===== src/hdl/ecf_pkg.sv =====
// Shared types, constants and fixed-point helpers for the elastic chain follower.
// Used by ecf_stream_if, ecf_mul and the top level; depends on nothing.

package ecf_pkg;

    // Field widths.
    localparam int COORD_W    = 24;
    localparam int COEF_W     = 16;
    localparam int PIDX_W     = 6;
    localparam int CFG_IDX_W  = 2;
    localparam int CFG_DATA_W = 16;

    // Chain length default.
    localparam int POINTS_DEF = 16;

    // Register indexes of the configuration port.
    localparam logic [CFG_IDX_W-1:0] REG_SPRING_GAIN  = 2'd0;
    localparam logic [CFG_IDX_W-1:0] REG_DAMPING_BASE = 2'd1;

    // Register reset values.
    localparam logic [COEF_W-1:0] SPRING_GAIN_RST  = 16'd3277;
    localparam logic [COEF_W-1:0] DAMPING_BASE_RST = 16'd62259;

    // Per-particle gain is floor((7 * spring_gain * (i+1) + 50) / 100), tracked
    // incrementally as a quotient and a remainder below 100.
    localparam int GAIN_W = 19;
    localparam int REM_W  = 7;
    localparam logic [REM_W-1:0] REM_START = 7'd50;
    localparam logic [REM_W:0]   REM_MOD   = 8'd100;
    localparam logic [GAIN_W-1:0] PCT_MUL  = 19'd100;

    // Damping offset is floor((131072 * i + 50) / 100) = 1310 * i plus a carry term.
    localparam int DOFF_W = 17;
    localparam logic [DOFF_W-1:0] DOFF_STEP_Q = 17'd1310;
    localparam logic [REM_W:0]    DOFF_STEP_R = 8'd72;

    // Reciprocal of 100 scaled by 2^32, rounded up; exact for operands below 2^25.
    localparam int RECIP_SH = 32;
    localparam logic [25:0] RECIP_100 = 26'd42949673;

    // Shared multiplier: signed A times unsigned B.
    localparam int MUL_A_W = 26;
    localparam int MUL_B_W = 26;
    localparam int PROD_W  = MUL_A_W + MUL_B_W + 1;

    // Intermediate sum width and Q0.16 rounding.
    localparam int SUM_W   = 29;
    localparam int FRAC_SH = 16;
    localparam logic signed [PROD_W-1:0] ROUND_HALF = 53'sd32768;

    typedef logic signed [COORD_W-1:0] coord_t;

    // One stored particle.
    typedef struct packed {
        coord_t px;
        coord_t py;
        coord_t vx;
        coord_t vy;
    } particle_t;

    // Clamp to the signed 24-bit range.
    function automatic coord_t sat_coord(input logic signed [SUM_W-1:0] v);
        coord_t r;
        if (v > SUM_W'(signed'(24'sh7FFFFF)))
            r = 24'sh7FFFFF;
        else if (v < -SUM_W'(signed'(25'sh0800000)))
            r = 24'sh800000;
        else
            r = v[COORD_W-1:0];
        return r;
    endfunction

    // Product divided by 2^16, rounding half toward plus infinity.
    function automatic logic signed [SUM_W-1:0] round_q16(input logic signed [PROD_W-1:0] p);
        logic signed [PROD_W-1:0] t;
        t = p + ROUND_HALF;
        return t[FRAC_SH +: SUM_W];
    endfunction

    // Sign-extend a coordinate to the sum width.
    function automatic logic signed [SUM_W-1:0] ext_coord(input coord_t c);
        return {{(SUM_W-COORD_W){c[COORD_W-1]}}, c};
    endfunction

endpackage


===== src/hdl/ecf_stream_if.sv =====
// Valid/ready stream interfaces for target transactions and vertex transactions.
// Depends on ecf_pkg for the coordinate type.

interface ecf_target_if;
    logic            valid;
    logic            ready;
    ecf_pkg::coord_t target_x;
    ecf_pkg::coord_t target_y;
    ecf_pkg::coord_t depth_z;

    modport source (output valid, output target_x, output target_y, output depth_z,
                    input ready);
    modport sink   (input valid, input target_x, input target_y, input depth_z,
                    output ready);
endinterface

interface ecf_vertex_if;
    logic                        valid;
    logic                        ready;
    ecf_pkg::coord_t             vertex_x;
    ecf_pkg::coord_t             vertex_y;
    ecf_pkg::coord_t             vertex_z;
    logic [ecf_pkg::PIDX_W-1:0]  particle_index;
    logic                        is_last;

    modport source (output valid, output vertex_x, output vertex_y, output vertex_z,
                    output particle_index, output is_last, input ready);
    modport sink   (input valid, input vertex_x, input vertex_y, input vertex_z,
                    input particle_index, input is_last, output ready);
endinterface


===== src/hdl/ecf_ram.sv =====
// Generic single-write, single-read RAM with a registered read port.
// Stand-alone; depends on nothing.

module ecf_ram #(
    parameter int WIDTH = 96,
    parameter int DEPTH = 16
) (
    input  logic                     clk,
    input  logic                     we,
    input  logic [$clog2(DEPTH)-1:0] waddr,
    input  logic [WIDTH-1:0]         wdata,
    input  logic [$clog2(DEPTH)-1:0] raddr,
    output logic [WIDTH-1:0]         rdata
);

    logic [WIDTH-1:0] mem [DEPTH];

    // Write port.
    always_ff @(posedge clk)
    begin
        if (we)
        begin
            mem[waddr] <= wdata;
        end
    end

    // Registered read port.
    always_ff @(posedge clk)
    begin
        rdata <= mem[raddr];
    end

endmodule


===== src/hdl/ecf_mul.sv =====
// Shared multiplier: signed operand A times unsigned operand B, product registered.
// Depends on ecf_pkg for operand widths.

module ecf_mul (
    input  logic                                  clk,
    input  logic                                  en,
    input  logic signed [ecf_pkg::MUL_A_W-1:0]    a,
    input  logic        [ecf_pkg::MUL_B_W-1:0]    b,
    output logic signed [ecf_pkg::PROD_W-1:0]     p
);

    logic signed [ecf_pkg::PROD_W-1:0] prod_reg;

    // The product holds while the unit is not enabled.
    always_ff @(posedge clk)
    begin
        if (en)
        begin
            prod_reg <= a * $signed({1'b0, b});
        end
    end

    assign p = prod_reg;

endmodule


===== src/hdl/elastic_chain_follower_unit.sv =====
// Elastic chain follower top level: sequencer, particle store and output register.
// Depends on ecf_pkg, ecf_stream_if, ecf_ram and ecf_mul.

// Each target transaction walks the chain of POINTS particles in index order and
// gives one vertex transaction per particle, the last one flagged with is_last.
// Set-up states INIT1 and INIT2 split the gain step by 100 into a quotient and
// a remainder; each particle then passes READ (fetch its state), MX, MY, DX
// and DY on the single shared multiplier (pull in x and y, damping in x and y)
// and WR (write-back and emit, held until the output register is free). Target
// ready is high only between targets; the last vertex may still sit in the
// output register when the next target is taken. Configuration writes are
// meant for idle periods; particle state is cleared by reset.

module elastic_chain_follower_unit #(
    parameter int POINTS = ecf_pkg::POINTS_DEF
) (
    input  logic                              clk,
    input  logic                              rst_n,
    ecf_target_if.sink                        target,
    ecf_vertex_if.source                      vertex,
    input  logic                              cfg_we,
    input  logic [ecf_pkg::CFG_IDX_W-1:0]     cfg_index,
    input  logic [ecf_pkg::CFG_DATA_W-1:0]    cfg_data
);

    localparam int IDX_W = $clog2(POINTS);
    localparam int WORD_W = $bits(ecf_pkg::particle_t);

    // Sequencer states.
    localparam logic [3:0] ST_IDLE  = 4'd0;
    localparam logic [3:0] ST_INIT1 = 4'd1;
    localparam logic [3:0] ST_INIT2 = 4'd2;
    localparam logic [3:0] ST_READ  = 4'd3;
    localparam logic [3:0] ST_MX    = 4'd4;
    localparam logic [3:0] ST_MY    = 4'd5;
    localparam logic [3:0] ST_DX    = 4'd6;
    localparam logic [3:0] ST_DY    = 4'd7;
    localparam logic [3:0] ST_WR    = 4'd8;

    // Control state.
    logic [3:0]                       state_reg, state_next;
    logic [IDX_W-1:0]                 idx_reg, idx_next;
    logic [POINTS-1:0]                valid_reg, valid_next;
    logic [ecf_pkg::COEF_W-1:0]       sg_reg, sg_next;
    logic [ecf_pkg::COEF_W-1:0]       db_reg, db_next;
    logic                             ov_reg, ov_next;

    // Working registers.
    ecf_pkg::coord_t                  ax_reg, ax_next;
    ecf_pkg::coord_t                  ay_reg, ay_next;
    ecf_pkg::coord_t                  z_reg, z_next;
    ecf_pkg::coord_t                  px_reg, px_next;
    ecf_pkg::coord_t                  py_reg, py_next;
    ecf_pkg::coord_t                  vx_reg, vx_next;
    ecf_pkg::coord_t                  vy_reg, vy_next;
    logic [ecf_pkg::GAIN_W-1:0]       step_reg, step_next;
    logic [ecf_pkg::GAIN_W-1:0]       qs_reg, qs_next;
    logic [ecf_pkg::REM_W-1:0]        rs_reg, rs_next;
    logic [ecf_pkg::GAIN_W-1:0]       gq_reg, gq_next;
    logic [ecf_pkg::REM_W-1:0]        gr_reg, gr_next;
    logic [ecf_pkg::DOFF_W-1:0]       dq_reg, dq_next;
    logic [ecf_pkg::REM_W-1:0]        dr_reg, dr_next;
    logic                             hit_reg, hit_next;

    // Output register payload.
    ecf_pkg::coord_t                  ox_reg, ox_next;
    ecf_pkg::coord_t                  oy_reg, oy_next;
    ecf_pkg::coord_t                  oz_reg, oz_next;
    logic [ecf_pkg::PIDX_W-1:0]       oidx_reg, oidx_next;
    logic                             olast_reg, olast_next;

    // Datapath signals.
    logic [WORD_W-1:0]                rd_data;
    ecf_pkg::particle_t               cur;
    ecf_pkg::particle_t               wr_word;
    logic                             ram_we;
    logic                             mul_en;
    logic signed [ecf_pkg::MUL_A_W-1:0] mul_a;
    logic        [ecf_pkg::MUL_B_W-1:0] mul_b;
    logic signed [ecf_pkg::PROD_W-1:0]  prod;
    logic signed [ecf_pkg::COORD_W:0] diff_x, diff_y;
    logic [ecf_pkg::REM_W:0]          gsum, dsum;
    logic                             gcarry, dcarry;
    logic [ecf_pkg::DOFF_W:0]         damp_diff;
    logic [ecf_pkg::COEF_W-1:0]       damp;
    logic signed [ecf_pkg::SUM_W-1:0] pull;
    ecf_pkg::coord_t                  vel_upd, pos_upd, vel_damped;
    logic [ecf_pkg::GAIN_W-1:0]       qs_calc;
    logic [ecf_pkg::GAIN_W-1:0]       rs_calc;
    logic                             out_free;
    logic                             is_last_p;

    // Particle store.
    ecf_ram #(
        .WIDTH (WORD_W),
        .DEPTH (POINTS)
    ) u_store (
        .clk   (clk),
        .we    (ram_we),
        .waddr (idx_reg),
        .wdata (wr_word),
        .raddr (idx_reg),
        .rdata (rd_data)
    );

    // Shared multiplier.
    ecf_mul u_mul (
        .clk (clk),
        .en  (mul_en),
        .a   (mul_a),
        .b   (mul_b),
        .p   (prod)
    );

    // A particle never written since reset reads as all zero.
    assign cur = hit_reg ? ecf_pkg::particle_t'(rd_data) : '0;

    // Incremental gain and damping-offset tracking.
    assign gsum   = {1'b0, gr_reg} + {1'b0, rs_reg};
    assign gcarry = (gsum >= ecf_pkg::REM_MOD);
    assign dsum   = {1'b0, dr_reg} + ecf_pkg::DOFF_STEP_R;
    assign dcarry = (dsum >= ecf_pkg::REM_MOD);

    // Damping factor saturates at zero.
    assign damp_diff = {2'b00, db_reg} - {1'b0, dq_reg};
    assign damp      = damp_diff[ecf_pkg::DOFF_W] ? '0 : damp_diff[ecf_pkg::COEF_W-1:0];

    // Gain step split into quotient and remainder by 100.
    assign qs_calc = prod[ecf_pkg::RECIP_SH +: ecf_pkg::GAIN_W];
    assign rs_calc = step_reg - qs_calc * ecf_pkg::PCT_MUL;

    // Pulls toward the anchor.
    assign diff_x = {ax_reg[ecf_pkg::COORD_W-1], ax_reg} - {cur.px[ecf_pkg::COORD_W-1], cur.px};
    assign diff_y = {ay_reg[ecf_pkg::COORD_W-1], ay_reg} - {py_reg[ecf_pkg::COORD_W-1], py_reg};

    // Shared velocity and position update, used for x in MY and for y in DX.
    assign pull       = ecf_pkg::round_q16(prod);
    assign vel_upd    = ecf_pkg::sat_coord(pull + ecf_pkg::ext_coord((state_reg == ST_MY) ? vx_reg
                                                                                           : vy_reg));
    assign pos_upd    = ecf_pkg::sat_coord(ecf_pkg::ext_coord((state_reg == ST_MY) ? px_reg : py_reg)
                                           + ecf_pkg::ext_coord(vel_upd));
    assign vel_damped = ecf_pkg::sat_coord(pull);

    assign out_free  = !ov_reg || vertex.ready;
    assign is_last_p = (idx_reg == IDX_W'(POINTS - 1));
    assign ram_we    = (state_reg == ST_WR) && out_free;

    always_comb
    begin
        wr_word.px = px_reg;
        wr_word.py = py_reg;
        wr_word.vx = vx_reg;
        wr_word.vy = vel_damped;
    end

    // Multiplier operand selection.
    always_comb
    begin
        mul_en = 1'b0;
        mul_a  = '0;
        mul_b  = '0;
        case (state_reg)
            ST_INIT1:
            begin
                mul_en = 1'b1;
                mul_a  = $signed({{(ecf_pkg::MUL_A_W-ecf_pkg::GAIN_W){1'b0}}, step_reg});
                mul_b  = ecf_pkg::RECIP_100;
            end
            ST_MX:
            begin
                mul_en = 1'b1;
                mul_a  = {diff_x[ecf_pkg::COORD_W], diff_x};
                mul_b  = ecf_pkg::MUL_B_W'(gq_reg);
            end
            ST_MY:
            begin
                mul_en = 1'b1;
                mul_a  = {diff_y[ecf_pkg::COORD_W], diff_y};
                mul_b  = ecf_pkg::MUL_B_W'(gq_reg);
            end
            ST_DX:
            begin
                mul_en = 1'b1;
                mul_a  = {{2{vx_reg[ecf_pkg::COORD_W-1]}}, vx_reg};
                mul_b  = ecf_pkg::MUL_B_W'(damp);
            end
            ST_DY:
            begin
                mul_en = 1'b1;
                mul_a  = {{2{vy_reg[ecf_pkg::COORD_W-1]}}, vy_reg};
                mul_b  = ecf_pkg::MUL_B_W'(damp);
            end
            default:
            begin
                mul_en = 1'b0;
            end
        endcase
    end

    // Sequencer and next-state logic.
    always_comb
    begin
        state_next = state_reg;
        idx_next   = idx_reg;
        valid_next = valid_reg;
        sg_next    = sg_reg;
        db_next    = db_reg;
        ov_next    = ov_reg;
        ax_next    = ax_reg;
        ay_next    = ay_reg;
        z_next     = z_reg;
        px_next    = px_reg;
        py_next    = py_reg;
        vx_next    = vx_reg;
        vy_next    = vy_reg;
        step_next  = step_reg;
        qs_next    = qs_reg;
        rs_next    = rs_reg;
        gq_next    = gq_reg;
        gr_next    = gr_reg;
        dq_next    = dq_reg;
        dr_next    = dr_reg;
        hit_next   = hit_reg;
        ox_next    = ox_reg;
        oy_next    = oy_reg;
        oz_next    = oz_reg;
        oidx_next  = oidx_reg;
        olast_next = olast_reg;

        // Configuration writes.
        if (cfg_we)
        begin
            case (cfg_index)
                ecf_pkg::REG_SPRING_GAIN:  sg_next = cfg_data;
                ecf_pkg::REG_DAMPING_BASE: db_next = cfg_data;
                default:                   sg_next = sg_reg;
            endcase
        end

        // A pending vertex transaction leaves when taken.
        if (vertex.ready)
        begin
            ov_next = 1'b0;
        end

        case (state_reg)
            ST_IDLE:
            begin
                if (target.valid)
                begin
                    ax_next    = target.target_x;
                    ay_next    = target.target_y;
                    z_next     = target.depth_z;
                    step_next  = {sg_reg, 3'b000} - ecf_pkg::GAIN_W'(sg_reg);
                    idx_next   = '0;
                    dq_next    = '0;
                    dr_next    = ecf_pkg::REM_START;
                    state_next = ST_INIT1;
                end
            end
            ST_INIT1:
            begin
                state_next = ST_INIT2;
            end
            ST_INIT2:
            begin
                qs_next    = qs_calc;
                rs_next    = rs_calc[ecf_pkg::REM_W-1:0];
                gq_next    = '0;
                gr_next    = ecf_pkg::REM_START;
                state_next = ST_READ;
            end
            ST_READ:
            begin
                gq_next    = gq_reg + qs_reg + ecf_pkg::GAIN_W'(gcarry);
                gr_next    = gcarry ? ecf_pkg::REM_W'(gsum - ecf_pkg::REM_MOD)
                                    : gsum[ecf_pkg::REM_W-1:0];
                hit_next   = valid_reg[idx_reg];
                state_next = ST_MX;
            end
            ST_MX:
            begin
                px_next    = cur.px;
                py_next    = cur.py;
                vx_next    = cur.vx;
                vy_next    = cur.vy;
                state_next = ST_MY;
            end
            ST_MY:
            begin
                vx_next    = vel_upd;
                px_next    = pos_upd;
                state_next = ST_DX;
            end
            ST_DX:
            begin
                vy_next    = vel_upd;
                py_next    = pos_upd;
                state_next = ST_DY;
            end
            ST_DY:
            begin
                vx_next    = vel_damped;
                state_next = ST_WR;
            end
            ST_WR:
            begin
                if (out_free)
                begin
                    valid_next[idx_reg] = 1'b1;
                    ov_next    = 1'b1;
                    ox_next    = px_reg;
                    oy_next    = py_reg;
                    oz_next    = z_reg;
                    oidx_next  = ecf_pkg::PIDX_W'(idx_reg);
                    olast_next = is_last_p;
                    ax_next    = px_reg;
                    ay_next    = py_reg;
                    dq_next    = dq_reg + ecf_pkg::DOFF_STEP_Q + ecf_pkg::DOFF_W'(dcarry);
                    dr_next    = dcarry ? ecf_pkg::REM_W'(dsum - ecf_pkg::REM_MOD)
                                        : dsum[ecf_pkg::REM_W-1:0];
                    if (is_last_p)
                    begin
                        state_next = ST_IDLE;
                    end
                    else
                    begin
                        idx_next   = idx_reg + 1'b1;
                        state_next = ST_READ;
                    end
                end
            end
            default:
            begin
                state_next = ST_IDLE;
            end
        endcase
    end

    // Control registers.
    always_ff @(posedge clk or negedge rst_n)
    begin
        if (!rst_n)
        begin
            state_reg <= ST_IDLE;
            idx_reg   <= '0;
            valid_reg <= '0;
            sg_reg    <= ecf_pkg::SPRING_GAIN_RST;
            db_reg    <= ecf_pkg::DAMPING_BASE_RST;
            ov_reg    <= 1'b0;
        end
        else
        begin
            state_reg <= state_next;
            idx_reg   <= idx_next;
            valid_reg <= valid_next;
            sg_reg    <= sg_next;
            db_reg    <= db_next;
            ov_reg    <= ov_next;
        end
    end

    // Payload registers.
    always_ff @(posedge clk)
    begin
        ax_reg    <= ax_next;
        ay_reg    <= ay_next;
        z_reg     <= z_next;
        px_reg    <= px_next;
        py_reg    <= py_next;
        vx_reg    <= vx_next;
        vy_reg    <= vy_next;
        step_reg  <= step_next;
        qs_reg    <= qs_next;
        rs_reg    <= rs_next;
        gq_reg    <= gq_next;
        gr_reg    <= gr_next;
        dq_reg    <= dq_next;
        dr_reg    <= dr_next;
        hit_reg   <= hit_next;
        ox_reg    <= ox_next;
        oy_reg    <= oy_next;
        oz_reg    <= oz_next;
        oidx_reg  <= oidx_next;
        olast_reg <= olast_next;
    end

    // Stream ports.
    assign target.ready          = (state_reg == ST_IDLE);
    assign vertex.valid          = ov_reg;
    assign vertex.vertex_x       = ox_reg;
    assign vertex.vertex_y       = oy_reg;
    assign vertex.vertex_z       = oz_reg;
    assign vertex.particle_index = oidx_reg;
    assign vertex.is_last        = olast_reg;

endmodule

===== src/flat_wrapper.sv =====
// flat-port wrapper written by rule: the top's interface ports become plain ports
module elastic_chain_follower_unit_flat 
#(
    parameter int POINTS = ecf_pkg::POINTS_DEF
)
  (clk, rst_n, cfg_we, cfg_index, cfg_data, target_valid, target_target_x, target_target_y, target_depth_z, target_ready, vertex_valid, vertex_vertex_x, vertex_vertex_y, vertex_vertex_z, vertex_particle_index, vertex_is_last, vertex_ready);
  ecf_target_if target_i ();
  ecf_vertex_if vertex_i ();
  input  logic clk;
  input  logic rst_n;
  input  logic cfg_we;
  input  logic [ecf_pkg::CFG_IDX_W-1:0] cfg_index;
  input  logic [ecf_pkg::CFG_DATA_W-1:0] cfg_data;
  input wire logic [$bits(target_i.valid)-1:0] target_valid;
  input wire logic [$bits(target_i.target_x)-1:0] target_target_x;
  input wire logic [$bits(target_i.target_y)-1:0] target_target_y;
  input wire logic [$bits(target_i.depth_z)-1:0] target_depth_z;
  output wire logic [$bits(target_i.ready)-1:0] target_ready;
  output wire logic [$bits(vertex_i.valid)-1:0] vertex_valid;
  output wire logic [$bits(vertex_i.vertex_x)-1:0] vertex_vertex_x;
  output wire logic [$bits(vertex_i.vertex_y)-1:0] vertex_vertex_y;
  output wire logic [$bits(vertex_i.vertex_z)-1:0] vertex_vertex_z;
  output wire logic [$bits(vertex_i.particle_index)-1:0] vertex_particle_index;
  output wire logic [$bits(vertex_i.is_last)-1:0] vertex_is_last;
  input wire logic [$bits(vertex_i.ready)-1:0] vertex_ready;
  assign target_i.valid = target_valid;
  assign target_i.target_x = target_target_x;
  assign target_i.target_y = target_target_y;
  assign target_i.depth_z = target_depth_z;
  assign target_ready = target_i.ready;
  assign vertex_valid = vertex_i.valid;
  assign vertex_vertex_x = vertex_i.vertex_x;
  assign vertex_vertex_y = vertex_i.vertex_y;
  assign vertex_vertex_z = vertex_i.vertex_z;
  assign vertex_particle_index = vertex_i.particle_index;
  assign vertex_is_last = vertex_i.is_last;
  assign vertex_i.ready = vertex_ready;
  elastic_chain_follower_unit #(.POINTS(POINTS)) u_core (.clk(clk), .rst_n(rst_n), .target(target_i), .vertex(vertex_i), .cfg_we(cfg_we), .cfg_index(cfg_index), .cfg_data(cfg_data));
endmodule

===== config.mk =====
export PLATFORM = sky130hd
export DESIGN_NAME = elastic_chain_follower_unit_flat
export DESIGN_NICKNAME = d
export VERILOG_FILES = /design/src/hdl/ecf_pkg.sv /design/src/hdl/ecf_stream_if.sv /design/src/hdl/ecf_ram.sv /design/src/hdl/ecf_mul.sv /design/src/hdl/elastic_chain_follower_unit.sv /design/src/flat_wrapper.sv
export SDC_FILE = /design/constraint.sdc
export NUM_CORES = 2
export LEC_CHECK = 0
export BUFFER_PORTS_ARGS = -buffer_cell sky130_fd_sc_hd__clkbuf_2
export CORE_MARGIN = 3
export CORE_UTILIZATION = 46
export DETAILED_ROUTE_END_ITERATION = 10
export GPL_TIMING_DRIVEN = 0
export HOLD_SLACK_MARGIN = 0.12
export PLACE_DENSITY = 0.76
export SKIP_LAST_GASP = 1
export SYNTH_ARGS = -nofsm -noshare
export SYNTH_HDL_FRONTEND = slang
export SYNTH_SLANG_ARGS = --single-unit

===== constraint.sdc =====
create_clock -name clk -period 11.3 [get_ports clk]
set_clock_uncertainty 0.2 [all_clocks]
set_input_delay 2.26 -clock clk [delete_from_list [all_inputs] [get_ports clk]]
set_output_delay 2.26 -clock clk [all_outputs]
set_load 0.1 [all_outputs]

* After elaboration in Yosys (flattened, before gate mapping) *
Memory sizes are Yosys's and may differ from the RTL's. A register that Yosys moved wholly into a read port is not among the register bits.
Cells that the tools add are included.

word-level totals
  register bits = 449
  bits of input ports = 95
  word-level logic and storage cells = 142
  memories = 1
  output and inout bits = 81
  RAM bits = 1536

operators by class
  bitwise logic cells = 1
  multipliers = 2
  equality and inequality tests = 13
  $lt $le $gt $ge = 10
  reduce and logical (&&, ||, !) cells = 21
  add/sub/neg operators = 17
  multiplexer cells = 50

memories
  name                depth  bits a word  rd ports  clocked after memory_dff  wr ports  line           RTL
  u_core.u_store.mem  16     96           1         1                         1         ecf_ram.sv:16  logic [WIDTH-1:0] mem [DEPTH];

operators with widths
  kind                                                              count
  two-way mux 24 bit                                                12
  case mux 24 bit (2 select lines)                                  5
  case mux 26 bit (5 select lines)                                  1
  two-way mux 96 bit                                                1
  greater-than comparator 29 x 24 -> 1 bit (second input constant)  3
  less-than comparator 29 x 24 -> 1 bit (second input constant)     3
  case mux 26 bit (3 select lines)                                  1
  case mux 24 bit (3 select lines)                                  1
  multiplier 26 x 27 -> 51 bit                                      1
  subtractor 24 x 24 -> 25 bit                                      2
  adder 45 x 17 -> 45 bit (second input constant)                   1
  case mux 19 bit (2 select lines)                                  1
  case mux 4 bit (9 select lines)                                   1
  two-way mux 17 bit                                                2
  case mux 17 bit (2 select lines)                                  1
  adder 29 x 24 -> 29 bit                                           1
  two-way mux 7 bit                                                 4
  case mux 7 bit (2 select lines)                                   2
  adder 24 x 24 -> 25 bit                                           1
  two-way mux 4 bit                                                 5
  adder 19 x 1 -> 19 bit                                            1
  adder 19 bit                                                      1
  multiplier 19 x 5 -> 5 bit (second input constant)                1
  subtractor 19 x 16 -> 19 bit                                      1
  other kinds (37)                                                  61

* Depth between registers and ports, before layout *
  depth after elaboration = 11
  gate-level depth with buffers = 45
  gate-level depth less buffers = 41

* Cells and area by module *
A second synthesis with hierarchy kept.

second synthesis, totals
  cells, all modules = 7610
  area, all modules = 108830.6 um2

modules (own cells, without submodules)
  module                       times used  area an instance (um2)  seq. area each (um2)  cells an instance
  ecf_ram                      1           59355.7                 48046.1               2460
  elastic_chain_follower_unit  1           25594.5                 11627.4               2598
  ecf_mul                      1           23880.4                 1591.5                2552

* Worst setup path before layout *
Ideal clock, no wire load.

  path kind = input -> register
  from = input vertex_ready
  to = register u_core.valid_reg[0]
  library setup time = 0.106 ns
  data arrival time = 13.502 ns
  path slack = -2.508 ns
  cell stages on the path = 5
  required time = 10.994 ns
  path buffers = 0
  cells stage by stage = nor2b_1 nor2_1 nand2_1 nor3_1 or2_2

on the way
  longest elaborated chain between the ends = 2

ends and longest elaborated chain
  element                        line                                RTL
  from (decl)                    flat_wrapper.sv:25                  input wire logic [$bits(vertex_i.ready)-1:0] vertex_ready;
  logical OR 1 bit               elastic_chain_follower_unit.sv:144  assign out_free = !ov_reg || vertex.ready;
  AND reduction 2 bit (no line)  n/a
  to (signal assigned)           elastic_chain_follower_unit.sv:356  valid_reg <= valid_next;
  to (decl)                      elastic_chain_follower_unit.sv:43   logic [POINTS-1:0] valid_reg, valid_next;

Every way passes these cells.
A chain may end at the register's enable or synchronous reset.

* Worst setup path after layout *
  from = register u_core.state_reg[3]
  to = register u_core.px_reg[12], data pin

on the way
  longest elaborated chain between the ends = 11
  elaborated cells on any way between the ends = 15
  classes of those cells = add/sub: 2; order compare: 4; eq/ne: 2; mux: 7

ends and longest elaborated chain
  element                                line                                                                                                        RTL
  from (decl)                            elastic_chain_follower_unit.sv:41                                                                           logic [3:0] state_reg, state_next;
  from (signal assigned)                 elastic_chain_follower_unit.sv:354                                                                          state_reg <= state_next;
  equality test 4 x 3 -> 1 bit           elastic_chain_follower_unit.sv:138, elastic_chain_follower_unit.sv:140, elastic_chain_follower_unit.sv:246
  two-way mux 24 bit                     elastic_chain_follower_unit.sv:138                                                                          assign vel_upd = ecf_pkg::sat_coord(pull + ecf_pkg::ext_coord((state_reg == ST_MY) ? vx_reg
  adder 29 x 24 -> 29 bit                elastic_chain_follower_unit.sv:138
  less-than comparator 29 x 24 -> 1 bit  ecf_pkg.sv:66                                                                                               else if (v < -SUM_W'(signed'(25'sh0800000)))
  two-way mux 24 bit                     ecf_pkg.sv:66
  two-way mux 24 bit                     ecf_pkg.sv:64                                                                                               if (v > SUM_W'(signed'(24'sh7FFFFF)))
  adder 24 x 24 -> 25 bit                elastic_chain_follower_unit.sv:141                                                                          + ecf_pkg::ext_coord(vel_upd));
  less-than comparator 29 x 24 -> 1 bit  ecf_pkg.sv:66
  two-way mux 24 bit                     ecf_pkg.sv:66
  two-way mux 24 bit                     ecf_pkg.sv:64
  case mux 24 bit (2 select lines) (*)   elastic_chain_follower_unit.sv:246                                                                          case (state_reg)
  named net u_core.px_next[12]           elastic_chain_follower_unit.sv:52                                                                           ecf_pkg::coord_t px_reg, px_next;
  to (signal assigned)                   elastic_chain_follower_unit.sv:369                                                                          px_reg <= px_next;
  to (decl)                              elastic_chain_follower_unit.sv:52

The timed path passes the listed nets; every way through them passes the cells marked *.

==> reports/metrics.yaml <==
status: "complete, but fails checks"
violations: "capacitance limit, slew limit"
clockBufferDepth: 3
fp.dieW_um: 482.8
area_delta_synth_final_pct: 14.52
ys_seq_area_frac: 0.5809
seqCellArea_mm2: 0.06075
fill_cells: 17960
slew_viol_final: 10
yosysUniqueCellTypes: 110
clkLatencyLatePin_ns: 0.91
postCtsHoldBufs: 0
postRouteAntennaNets: 0
grt_pass1_wl_um: 476600
grt.overflow.total: 0
wl_per_cell_um: 31.25
crit_slowest_cell: "clkbuf_1"
worstHoldPathType: "register to register"
track_usage: 0.2879
final_nets: 8533
postSynthCellCount: 6989
critPathLaunchType: "register"
io_buffer_count: 173
synth-simple-area-share: 0.05973
via_count: 65550
final_common_cell: "edfxtp_1"
slew_headroom: -0.0007029
setup_viol: 0
final_cell_mix: "1911 x edfxtp_1, 745 x inv_1, 703 x nand2_1"
max-cap-violations: 1
synth_xor_area_frac: 0.01772
gp_congestion: 0.9927
synth_seq_cells: 2064
fp.dieH_um: 482.8
drt-total-wl_um: 335300
crit_required_ns: 11.65
drc: 0
path_class: "register to register"
syn_avg_cell_area_um2: 14.96
htree_levels: 4
initial_core_util: 0.4637
antenna_found_initial: 14
crit_arrival_ns: 11.45
firstDrtPassIters: 6
synth-edff-count: 1911
cp_max_fo: 10
dp_hpwl_um: 243600
worst_slew_pin_slew_ns: 1.501
ys.flop_type: "edfxtp_1"
crit_path_end_kind: "register"
fmax_ghz: 0.09013
core_mm2: 0.2255
cts_tree: "built"
async_reset_ff_frac: 0.02762
cts_buffers: 203
multi_input_area_mm2: 0.04045
synth_top_family_by_area: "adder cells"
syn_area_mm2: 0.1046
largest_register: "u_core.u_store.mem"
io_pins: 176
synth_fa_ha_area_frac: 0.1405
critPathTopFamily: "compound AO/OA/AOI/OAI gates"
fp-row-count: 174
synth_mux_area_frac: 0.1069
rrSetupSlack_ns: 0.21
drt-initial-drc-count: 8705
grt_max_degree: 49
clockRootBuffer: "clkbuf_16"
clk_pin_slew_worst_paths_ns: 0.06
synth-compound-area-share: 0.05646
yosys_warnings: 0
dieArea_mm2: 0.2331
final.setup.tns_ns: 0
cts_sinks: 2064
drive_above_1_share: 0.1856
viasPerCell: 6.109
fin_crit_ns: 11.09
largest_reg_flops: 1536
path_buf_inv: 9
slowest_delay_ns: 0.77
hold_viol_final: 0
post-route-period-util: 0.9819
grt_pass1_vias: 65990
stage by stage:
step           hold WS (ns)  instances  cell area, um2    util  setup slack (ns)
2_1_floorplan        0.2003       7005          104700       -           0.06466
3_3_place_gp         0.2006      10170          109300  0.4845            -9.740
3_5_place_dp         0.2045      10310          112000  0.4967            -1.702
4_1_cts              0.2170      10710          119500  0.5296          0.005362
5_1_grt              0.2240      10720          119700  0.5309          -0.01002
6_report             0.2184      10730          119800  0.5310            0.2050
cells in the mapped netlist (31+ instances only):
master | count | area (um2)
nor2_1 | 342 | 1284
a21o_1 | 92 | 690.7
and3_1 | 31 | 193.9
dfxtp_1 | 96 | 1922
clkbuf_1 | 229 | 859.6
nand3_1 | 69 | 345.3
fa_1 | 482 | 9649
inv_1 | 747 | 2804
dfrtp_1 | 40 | 1001
xor2_1 | 84 | 735.7
o21a_1 | 42 | 315.3
a21oi_1 | 161 | 805.8
xnor2_1 | 123 | 1077
nand2b_1 | 36 | 225.2
mux4_2 | 485 | 10920
nor3_1 | 52 | 260.3
and2_1 | 38 | 237.7
edfxtp_1 | 1911 | 57390
nand2_1 | 706 | 2650
o21ai_0 | 254 | 1271
ha_1 | 402 | 5030
layer usage:
layer / wire length, um / track usage / share of wire
met3: 33850 / 0.05968 / 0.10
met2: 157000 / 0.4549 / 0.47
met5: 0 / 0 / 0
met4: 19950 / 0.1437 / 0.059
met1: 124500 / 0.3810 / 0.37
area by class of cell:
| type | instances | area share |
|---|---|---|
| antenna | 6 | 0.0001254 |
| buffer | 272 | 0.009883 |
| clock buffer | 263 | 0.04589 |
| clock inverter | 120 | 0.01304 |
| inverter | 750 | 0.02359 |
| multi-input combinational | 3909 | 0.3377 |
| sequential | 2064 | 0.5073 |
| tap | 2992 | 0.03126 |
| timing repair buffer | 354 | 0.03121 |
logic make-up (layout without fill, tap and decap cells):
family	count (synthesis)	in the layout
xor+xnor	209	209
other cells	2	24
buf+inv	1032	1759
flops	2064	2064
mux	508	508
fa+ha+maj	885	885
simple gates	1414	1414
compound gates	875	875
path summary, 6_finish.rpt:
check	startpoint	end	cells after the start
max in group asynchronous	rst_n	u_core.db_reg[9]$_DFFE_PN1P_	2
worst max register to register	u_core.state_reg[3]$_DFFE_PN0P_	u_core.px_reg[12]$_DFFE_PN_	35
min in group asynchronous	rst_n	u_core.state_reg[2]$_DFFE_PN0P_	1
worst min-delay path	u_core.z_reg[11]$_DFFE_PP_	u_core.vertex.vertex_z[11]$_DFFE_PP_	0
worst max-delay path	u_core.state_reg[3]$_DFFE_PN0P_	u_core.px_reg[12]$_DFFE_PN_	35
worst min register to register	u_core.z_reg[11]$_DFFE_PP_	u_core.vertex.vertex_z[11]$_DFFE_PP_	0
repair_timing:
action,4_1_cts,5_1_grt
setup endpoints to repair,77,58
gates resized for setup,67,63
pin swaps,5,6
setup buffers,20,15
Power is not shown: default switching activity piles up to over one toggle a cycle in this logic, so the estimate is an artifact.
